$ cat src/design/bde_pkg.sv
`timescale 1ns / 1ps
`default_nettype none
// ----------------------------------------------------------------------------
// bde_pkg
// Shared types and constants for the button debounce event queue.
// ----------------------------------------------------------------------------
package bde_pkg;
  localparam logic [1:0] CMD_EDGE     = 2'd0;
  localparam logic [1:0] CMD_TICK     = 2'd1;
  localparam logic [1:0] CMD_POP      = 2'd2;
  localparam logic [1:0] CMD_BASELINE = 2'd3;

  localparam logic [1:0] KIND_PRESS   = 2'd0;
  localparam logic [1:0] KIND_RELEASE = 2'd1;
  localparam logic [1:0] KIND_SHORT   = 2'd2;
  localparam logic [1:0] KIND_LONG    = 2'd3;

  localparam logic [1:0] REG_DEBOUNCE = 2'd0;
  localparam logic [1:0] REG_LONG     = 2'd1;
  localparam logic [1:0] REG_LEVEL    = 2'd2;

  localparam int MASK_BITS = 6;

  // Commands from the controller to the datapath.
  typedef struct packed {
    logic load;      // capture the input transaction
    logic edge_arm;  // arm one debounce deadline
    logic baseline;  // reload stable states
    logic visit;     // evaluate the current button and stage its events
    logic push;      // push the head staged event
    logic pop_rd;    // issue a ring read
    logic pop_out;   // capture the ring read into the result
    logic step_btn;  // advance the button counter
  } bde_cmd_t;

  // Status from the datapath to the controller.
  typedef struct packed {
    logic pend;      // staged events remain
    logic last_btn;  // button counter is at the last button
    logic empty;     // ring is empty
  } bde_sts_t;
endpackage
`default_nettype wire

$ cat src/design/bde_ram.sv
`timescale 1ns / 1ps
`default_nettype none
// ----------------------------------------------------------------------------
// bde_ram
// Generic single-port-write, registered-read memory.
// ----------------------------------------------------------------------------
module bde_ram #(
  parameter int WIDTH = 69,
  parameter int DEPTH = 16
) (
  input  wire logic                     clk,
  input  wire logic                     we,
  input  wire logic [$clog2(DEPTH)-1:0] waddr,
  input  wire logic [WIDTH-1:0]         wdata,
  input  wire logic [$clog2(DEPTH)-1:0] raddr,
  output logic      [WIDTH-1:0]         rdata
);
  logic [WIDTH-1:0] mem_r [DEPTH];

  always_ff @(posedge clk) begin
    if (we) begin
      mem_r[waddr] <= wdata;
    end
    rdata <= mem_r[raddr];
  end
endmodule
`default_nettype wire

$ cat src/design/bde_datapath.sv
`timescale 1ns / 1ps
`default_nettype none
// ----------------------------------------------------------------------------
// bde_datapath
// Per-button state, event staging, ring pointers and result register.
// ----------------------------------------------------------------------------
module bde_datapath #(
  parameter int BUTTONS     = 6,
  parameter int QUEUE_DEPTH = 16
) (
  input  wire logic              clk,
  input  wire logic              rst_n,
  input  wire logic              cfg_we,
  input  wire logic [1:0]        cfg_index,
  input  wire logic [15:0]       cfg_data,
  input  wire logic [1:0]        in_cmd,
  input  wire logic [2:0]        in_button,
  input  wire logic [31:0]       in_now,
  input  wire logic [BUTTONS-1:0] in_pins,
  input  wire bde_pkg::bde_cmd_t cmd,
  output bde_pkg::bde_sts_t      sts,
  output logic [1:0]             cur_cmd,
  output logic [75:0]            result
);
  localparam int BW = (BUTTONS > 1) ? $clog2(BUTTONS) : 1;
  localparam int QW = $clog2(QUEUE_DEPTH);
  localparam int MB = bde_pkg::MASK_BITS;

  logic [15:0] deb_r, lpt_r;
  logic        lvl_r;
  logic [1:0]  cmd_r;
  logic [2:0]  bidx_r;
  logic [31:0] now_r;
  logic [BUTTONS-1:0] pins_r;

  logic [BUTTONS-1:0] wait_r, down_r, lg_r;
  logic [31:0] dl_r [BUTTONS];
  logic [31:0] ps_r [BUTTONS];
  logic [BW-1:0] btn_r;

  // Up to three staged events of one button: kind per slot, shared hold.
  logic [2:0]  stg_v_r;
  logic [1:0]  stg_k_r [3];
  logic [31:0] stg_hold_r;
  logic [2:0]  stg_b_r;

  logic [QW-1:0] wp_r, rp_r;
  // Event fields of the result from bit 0: valid, button, kind, time, hold.
  logic [69:0] res_r;

  logic [31:0] dl, ps, hold, lt, dd, ld;
  logic        s, dueb;
  logic [QW-1:0] wp_n, rp_n;
  logic [68:0] rd;
  logic [1:0]  k0;
  logic [MB-1:0] mask;

  // Outcome of visiting the current button.
  logic        v_wait, v_down, v_lg, v_press;
  logic [2:0]  v_stg;
  logic [1:0]  v_k0, v_k1, v_k2;
  logic [31:0] v_hold;

  assign dl   = dl_r[btn_r];
  assign ps   = ps_r[btn_r];
  assign s    = (pins_r[btn_r] == lvl_r);
  assign hold = now_r - ps;
  assign lt   = {16'd0, lpt_r};
  assign wp_n = (wp_r == QW'(QUEUE_DEPTH-1)) ? '0 : wp_r + 1'b1;
  assign rp_n = (rp_r == QW'(QUEUE_DEPTH-1)) ? '0 : rp_r + 1'b1;
  assign k0   = stg_v_r[0] ? stg_k_r[0] : (stg_v_r[1] ? stg_k_r[1] : stg_k_r[2]);
  assign dd   = now_r - dl;
  assign dueb = wait_r[btn_r] && !dd[31];
  assign ld   = now_r - (ps + lt);

  always_comb begin
    mask = '0;
    for (int i = 0; i < BUTTONS && i < MB; i++) mask[i] = down_r[i];
  end

  // A fresh press restarts the hold at this tick, so a long event follows
  // in the same visit only when the long press time is zero.
  always_comb begin
    v_wait  = wait_r[btn_r];
    v_down  = down_r[btn_r];
    v_lg    = lg_r[btn_r];
    v_press = 1'b0;
    v_stg   = '0;
    v_k0    = bde_pkg::KIND_LONG;
    v_k1    = bde_pkg::KIND_RELEASE;
    v_k2    = bde_pkg::KIND_SHORT;
    v_hold  = hold;
    if (dueb) begin
      v_wait = 1'b0;
      if (s != v_down) begin
        if (s) begin
          v_down   = 1'b1;
          v_press  = 1'b1;
          v_hold   = '0;
          v_k0     = bde_pkg::KIND_PRESS;
          v_k1     = bde_pkg::KIND_LONG;
          v_stg[0] = 1'b1;
          v_lg     = (lpt_r == 16'd0);
          v_stg[1] = v_lg;
        end else begin
          v_down   = 1'b0;
          v_stg[0] = !v_lg && (hold >= lt);
          v_stg[1] = 1'b1;
          v_stg[2] = !(v_lg || (hold >= lt));
          v_lg     = 1'b0;
        end
      end
    end
    if (v_down && !v_lg && !v_wait && !v_press && !ld[31]) begin
      v_lg     = 1'b1;
      v_stg[0] = 1'b1;
      v_k0     = bde_pkg::KIND_LONG;
    end
  end

  bde_ram #(.WIDTH(69), .DEPTH(QUEUE_DEPTH)) u_ram (
    .clk(clk), .we(cmd.push), .waddr(wp_r),
    .wdata({stg_b_r, k0, now_r, stg_hold_r}),
    .raddr(rp_r), .rdata(rd)
  );

  assign sts.pend     = |stg_v_r;
  assign sts.last_btn = (btn_r == BW'(BUTTONS-1));
  assign sts.empty    = (wp_r == rp_r);
  assign cur_cmd      = cmd_r;
  assign result       = {mask, res_r};

  always_ff @(posedge clk) begin
    if (!rst_n) begin
      deb_r <= 16'd20; lpt_r <= 16'd1000; lvl_r <= 1'b0;
      wait_r <= '0; down_r <= '0; lg_r <= '0; stg_v_r <= '0;
      wp_r <= '0; rp_r <= '0; btn_r <= '0; res_r <= '0; cmd_r <= '0;
      for (int i = 0; i < BUTTONS; i++) begin
        dl_r[i] <= '0; ps_r[i] <= '0;
      end
    end else begin
      if (cfg_we) begin
        unique case (cfg_index)
          bde_pkg::REG_DEBOUNCE: deb_r <= cfg_data;
          bde_pkg::REG_LONG:     lpt_r <= cfg_data;
          bde_pkg::REG_LEVEL:    lvl_r <= cfg_data[0];
          default: ;
        endcase
      end
      if (cmd.load) begin
        cmd_r <= in_cmd; bidx_r <= in_button; now_r <= in_now; pins_r <= in_pins;
        btn_r <= '0;
        res_r <= '0;
      end
      if (cmd.edge_arm && {29'd0, bidx_r} < BUTTONS) begin
        wait_r[BW'(bidx_r)] <= 1'b1;
        dl_r[BW'(bidx_r)] <= now_r + {16'd0, deb_r};
      end
      if (cmd.baseline) begin
        wp_r <= '0; rp_r <= '0;
        wait_r <= '0; lg_r <= '0;
        for (int i = 0; i < BUTTONS; i++) begin
          down_r[i] <= (pins_r[i] == lvl_r);
          ps_r[i] <= now_r; dl_r[i] <= '0;
        end
      end
      if (cmd.visit) begin
        stg_b_r    <= 3'(btn_r) + 3'd1;
        stg_v_r    <= v_stg;
        stg_k_r[0] <= v_k0;
        stg_k_r[1] <= v_k1;
        stg_k_r[2] <= v_k2;
        stg_hold_r <= v_hold;
        wait_r[btn_r] <= v_wait;
        down_r[btn_r] <= v_down;
        lg_r[btn_r]   <= v_lg;
        if (v_press) ps_r[btn_r] <= now_r;
      end
      if (cmd.push) begin
        wp_r <= wp_n;
        if (wp_n == rp_r) rp_r <= rp_n;
        if (stg_v_r[0]) stg_v_r[0] <= 1'b0;
        else if (stg_v_r[1]) stg_v_r[1] <= 1'b0;
        else stg_v_r[2] <= 1'b0;
      end
      if (cmd.step_btn) btn_r <= btn_r + 1'b1;
      if (cmd.pop_rd) rp_r <= rp_n;
      if (cmd.pop_out) res_r <= {rd[31:0], rd[63:32], rd[65:64], rd[68:66], 1'b1};
    end
  end
endmodule
`default_nettype wire

$ cat src/design/bde_ctrl.sv
`timescale 1ns / 1ps
`default_nettype none
// ----------------------------------------------------------------------------
// bde_ctrl
// Controller: handshake and sequencing of commands over buttons and pushes.
// ----------------------------------------------------------------------------
module bde_ctrl (
  input  wire logic              clk,
  input  wire logic              rst_n,
  input  wire logic              in_tvalid,
  output logic                   in_tready,
  output logic                   out_tvalid,
  input  wire logic              out_tready,
  input  wire logic [1:0]        cur_cmd,
  input  wire bde_pkg::bde_sts_t sts,
  output bde_pkg::bde_cmd_t      cmd
);
  localparam logic [2:0] S_IDLE = 3'd0, S_DISP = 3'd1, S_VISIT = 3'd2,
                         S_PUSH = 3'd3, S_POPW = 3'd4, S_OUT = 3'd5;
  logic [2:0] state_r, state_nxt;

  assign in_tready  = (state_r == S_IDLE);
  assign out_tvalid = (state_r == S_OUT);

  always_comb begin
    state_nxt = state_r;
    cmd = '0;
    unique case (state_r)
      S_IDLE: if (in_tvalid) begin cmd.load = 1'b1; state_nxt = S_DISP; end
      S_DISP: begin
        unique case (cur_cmd)
          bde_pkg::CMD_EDGE:     begin cmd.edge_arm = 1'b1; state_nxt = S_OUT; end
          bde_pkg::CMD_BASELINE: begin cmd.baseline = 1'b1; state_nxt = S_OUT; end
          bde_pkg::CMD_TICK:     state_nxt = S_VISIT;
          default: if (sts.empty) state_nxt = S_OUT;
                   else begin cmd.pop_rd = 1'b1; state_nxt = S_POPW; end
        endcase
      end
      S_VISIT: begin cmd.visit = 1'b1; state_nxt = S_PUSH; end
      S_PUSH: begin
        if (sts.pend) cmd.push = 1'b1;
        else if (sts.last_btn) state_nxt = S_OUT;
        else begin cmd.step_btn = 1'b1; state_nxt = S_VISIT; end
      end
      // The ring read data is valid for exactly this one cycle.
      S_POPW: begin cmd.pop_out = 1'b1; state_nxt = S_OUT; end
      S_OUT: if (out_tready) state_nxt = S_IDLE;
      default: state_nxt = S_IDLE;
    endcase
  end

  always_ff @(posedge clk) begin
    if (!rst_n) state_r <= S_IDLE;
    else        state_r <= state_nxt;
  end
endmodule
`default_nettype wire

$ cat src/design/button_debounce_event_queue.sv
`timescale 1ns / 1ps
`default_nettype none
// ----------------------------------------------------------------------------
// button_debounce_event_queue
// Multi-button debounce qualifier with press, release, short and long events.
// ----------------------------------------------------------------------------
// From the accepting cycle, edge and baseline transactions pass through the
// dispatch state to the output state; a pop of a non-empty ring adds a read wait.
// A tick visits every button in turn and pushes its staged events one at a
// time through the single ring write port before the result is offered.
// One transaction is in work at a time; the result holds until taken, and the
// next transaction is accepted in the cycle after that.
// Reset (rst_n low, synchronous) clears all button state and ring pointers
// and loads the register defaults; ring contents are not cleared.
module button_debounce_event_queue #(
  parameter int BUTTONS     = 6,
  parameter int QUEUE_DEPTH = 16
) (
  input  wire logic        clk,
  input  wire logic        rst_n,
  input  wire logic        cfg_we,
  input  wire logic [1:0]  cfg_index,
  input  wire logic [15:0] cfg_data,
  input  wire logic        in_tvalid,
  output logic             in_tready,
  // Fields from bit 0: cmd[1:0], button_index[4:2], now_ms[36:5],
  // pin_levels at [37 +: BUTTONS], zero fill to whole bytes.
  input  wire logic [((37+BUTTONS+7)/8)*8-1:0] in_tdata,
  output logic             out_tvalid,
  input  wire logic        out_tready,
  // Fields from bit 0: event_valid[0], event_button[3:1], event_kind[5:4],
  // event_time[37:6], event_hold[69:38], held_mask[75:70], zero fill.
  output logic [79:0]      out_tdata
);
  bde_pkg::bde_cmd_t cmd;
  bde_pkg::bde_sts_t sts;
  logic [1:0]  cur_cmd;
  logic [75:0] result;

  // The controller sequences; the datapath owns all button state and the ring.
  bde_ctrl u_ctrl (
    .clk(clk), .rst_n(rst_n), .in_tvalid(in_tvalid), .in_tready(in_tready),
    .out_tvalid(out_tvalid), .out_tready(out_tready),
    .cur_cmd(cur_cmd), .sts(sts), .cmd(cmd)
  );

  bde_datapath #(.BUTTONS(BUTTONS), .QUEUE_DEPTH(QUEUE_DEPTH)) u_dp (
    .clk(clk), .rst_n(rst_n), .cfg_we(cfg_we), .cfg_index(cfg_index),
    .cfg_data(cfg_data), .in_cmd(in_tdata[1:0]), .in_button(in_tdata[4:2]),
    .in_now(in_tdata[36:5]), .in_pins(in_tdata[37 +: BUTTONS]),
    .cmd(cmd), .sts(sts), .cur_cmd(cur_cmd), .result(result)
  );

  // The datapath already packs the result in output order.
  assign out_tdata = {4'd0, result};

  a_one_side: assert property (@(posedge clk) disable iff (!rst_n)
    !(in_tready && out_tvalid)) else $error("input and output both open");
  a_hold: assert property (@(posedge clk) disable iff (!rst_n)
    out_tvalid && !out_tready |=> out_tvalid && $stable(out_tdata))
    else $error("result changed while stalled");
  a_push: assert property (@(posedge clk) disable iff (!rst_n)
    cmd.push |-> sts.pend) else $error("push with nothing staged");
endmodule
`default_nettype wire
$ cat config.mk
export PLATFORM = sky130hd
export DESIGN_NAME = button_debounce_event_queue
export DESIGN_NICKNAME = d
export VERILOG_FILES = /design/src/design/bde_pkg.sv /design/src/design/bde_ram.sv /design/src/design/bde_datapath.sv /design/src/design/bde_ctrl.sv /design/src/design/button_debounce_event_queue.sv
export SDC_FILE = /design/constraint.sdc
export NUM_CORES = 2
export LEC_CHECK = 0
export BUFFER_PORTS_ARGS = -buffer_cell sky130_fd_sc_hd__buf_2
export CAP_MARGIN = 20
export CORE_ASPECT_RATIO = 1.4
export CORE_MARGIN = 2
export CORE_UTILIZATION = 59
export DETAILED_ROUTE_END_ITERATION = 8
export PLACE_DENSITY = 0.76
export SLEW_MARGIN = 20
export SYNTH_ARGS = -nofsm -noshare
export SYNTH_HDL_FRONTEND = slang
export SYNTH_SLANG_ARGS = --single-unit
$ cat constraint.sdc
create_clock -name clk -period 10.5 [get_ports clk]
set_clock_uncertainty 0.15 [all_clocks]
set_input_delay 0.525 -clock clk [delete_from_list [all_inputs] [get_ports clk]]
set_output_delay 0.525 -clock clk [all_outputs]
set_load 0.05 [all_outputs]
==> reports/results.txt <==
status -> finished, final reports clean
Initial Utilization -> 59.3%
GRT overflow -> 0
hold wc startpoint -> in_tvalid
Cell Pwr Density -> 178 nW/µm²
postcts setup bufs -> 0
Port Buffer Count -> 143
share of the clock period used by the worst path -> 70.0%
Worst setup EP type -> flop
Resize count post-CTS -> 0
Routability Congestion -> 0.875
GR Util met2 -> 50.6%
r2r setup slk -> 3150 ps
clk slew on worst S/H paths -> 60 ps
largest fanout on the critical path -> 41
most common cell after layout, fill and taps aside -> edfxtp_1
pre-CTS WS -> 3170 ps
ys async rst share -> 0%
kind of cell adding the most delay to the critical path -> compound AO/OA/AOI/OAI gates
final-report setup violation count -> 0
WP data arrival -> 7650 ps
most frequent cells in the layout -> edfxtp_1, mux4_2, nor2_1
Site Rows -> 158
Initial DRC Count -> 4805
Cells after Synth -> 4520
DR vias -> 43400
io pins -> 153
Critical-path top delay cell -> dfxtp_4
most used cell along the critical path -> buf_4
crit path buf inv count -> 3
Distinct cells, synth -> 76
ordered list of cells on the worst path -> buf_4 -> buf_4 -> mux4_2 -> mux2i_1 -> ha_1 -> nand2_1 -> o21ai_0 -> a221oi_1 -> o221ai_1 -> o21ai_0 -> nand4_1 -> nor2_2 -> nand2_1 -> o31ai_4 -> buf_4
WS Path Type -> reg -> reg
vias per cell -> 6.37
yosys synthesis warning count -> 0
flops & latches, synth -> 1906
Layout Cell Area excl Fill -> 88300 µm²
Residual DRC -> 0
Root Driver -> clkbuf_16
top_reg_cell synth -> edfxtp_1
most used routing layer -> met2
Hold WC Path Type -> in -> reg
TritonCTS Buffers -> 170
NumNets Final -> 5149
CTS Buffer Depth -> 3
largest net degree at the start of global routing -> 134
register area share after synthesis -> 70.4%
critical path data required time -> 10800 ps
number of global-route vias before repair -> 44900
layout overhead on the synthesized area -> 12.8%
Max Fclk -> 0.136 GHz
setup TNS -> 0 ps
Final Non-Filler Cells -> 6819
total die area -> 136000 µm²
initial antenna violation count -> 7
first-pass GRT wire length -> 289 mm
DR WL/cell -> 28.5 µm
synthesized area per cell -> 17.3 µm²
Clock Latency Late Sink -> 830 ps
maximum VDD drop -> 0.191 mV
Final Util -> 66.9%
drt first pass iters -> 8
Max Cap Viol -> 0
DIE WIDTH -> 312 µm
gr usage total -> 29.1%
DRT Wirelength -> 194 mm
Placement Cell Area -> 82000 µm²
antenna-violating nets left -> 0
Slew headroom -> 24.5%
Tmin final -> 7350 ps
Worst Setup Start Kind -> flop
height of the die -> 435 µm
met1 Use GR -> 36.5%
layout cell share with drive strength beyond 1 -> 21.0%
placed insts -> 6433
Post-DP HPWL -> 110 mm
Final Power -> 15.7 mW
grt met3 use -> 4.51%
Final Worst Setup Slack -> 3150 ps
Final Hold Viols -> 0
critical path's largest stage delay -> 900 ps
RSZ-0062 raised after global routing -> no
H-tree Lvls -> 4
Hold WS -> 162 ps
number of synthesized flops with an enable pin -> 1694
Core Area -> 132000 µm²
CTS tree -> yes
max-slew violations -> 0
Worst Tran Pin Value -> 1120 ps
Post-Syn Area -> 78300 µm²
clk sink count -> 1906
leakage power -> 29.5 nW
==> synthesized netlist by cell type, types with 6 or more instances <==
cell	count	area share [%]
xnor2_1	34	0.38
o21ai_0	75	0.48
buf_2	23	0.15
or3_1	16	0.13
and3_1	8	0.064
a31oi_1	23	0.18
o31ai_1	11	0.11
nand4_1	22	0.18
o211ai_1	26	0.25
edfxtp_1	1694	65
clkbuf_1	162	0.78
dfxtp_1	212	5.4
a21oi_1	185	1.2
nor3b_1	6	0.058
o21bai_1	7	0.067
fa_1	17	0.43
and2_1	7	0.056
mux4_2	475	14
nand2b_1	14	0.11
nor2b_1	115	0.92
nand3_1	118	0.75
inv_1	140	0.67
nor4_1	18	0.14
nor2_1	375	1.8
a311oi_1	13	0.15
nor3_1	54	0.35
a21boi_0	6	0.058
clkinv_1	6	0.029
a21o_1	26	0.25
a211oi_1	20	0.19
a2111oi_0	6	0.067
ha_1	152	2.4
o21a_1	15	0.14
buf_1	49	0.24
nand2_1	211	1.0
mux2i_1	72	0.92
o2111ai_1	7	0.078
xor2_1	22	0.25
==> final cells by class <==
class | count | area (µm²)
Sequential cell | 1906 | 55100
Antenna cell | 4 | 10.0
Clock buffer | 224 | 4610
Multi-Input combinational cell | 2357 | 22400
Clock inverter | 94 | 1040
Timing Repair Buffer | 325 | 2280
Fill cell | 8662 | 43800
Tap cell | 1760 | 2200
Inverter | 149 | 564
==> layer usage <==
layer	share of wire [%]	vias to the layer above
met5	0.013	-
met2	52	2349
met1	36	22200
li1	-	18400
met4	4.3	4
met3	8.0	467
==> final timing paths <==
check / endpoint / cells past startpoint
hold / removal: u_ctrl.state_r[0] / 5
setup / recovery: u_dp.ps_r[1][5] / 15
hold reg to reg: u_dp.res_r[62] / 2
setup reg to reg: u_dp.ps_r[1][5] / 15
==> flip-flops by register name (all words and copies together) (netlist names), 16 cells and up, named ones only <==
signal,cells
u_dp.deb_r,16
u_dp.u_ram.rdata,69
u_dp.res_r,70
u_dp.now_r,32
u_dp.lpt_r,16
u_dp.u_ram.mem_r,1104
u_dp.stg_hold_r,32
u_dp.ps_r,256
u_dp.dl_r,256
==> report_power, final <==
part           switching, mW  leakage [nW]  internal [mW]
Sequential            0.0633          17.6           8.39
Clock                   2.81          2.74           3.48
Combinational          0.702          9.17          0.294
Total                   3.58          29.5           12.2
==> logic make-up (layout without fill, tap and decap cells) <==
family / count (synthesis) / count (layout) / share of synthesized area (%)
AOI/OAI and AO/OA: 455 / 455 / 3.62
xor gates and xnor gates: 56 / 56 / 0.627
adders and majority gates: 169 / 169 / 2.86
buffers and inverters: 388 / 792 / 1.92
DFF: 1906 / 1906 / 70.4
muxes: 552 / 552 / 14.7
other: 1 / 136 / 0.00479
and+or+nand+nor: 993 / 993 / 5.88
==> worst min-delay path: cells and delay by family <==
family / cells / cell delay [ps]
buffers and inverters: 1 / 210
and+or+nand+nor: 2 / 130
AOI/OAI and AO/OA: 2 / 230
==> repair_timing <==
item	CTS	global route
endpoints found under the hold margin	76	0
setup endpoints to repair	0	0
hold buffers	64	0
No activity file was read; power rests on OpenSTA's default activity.
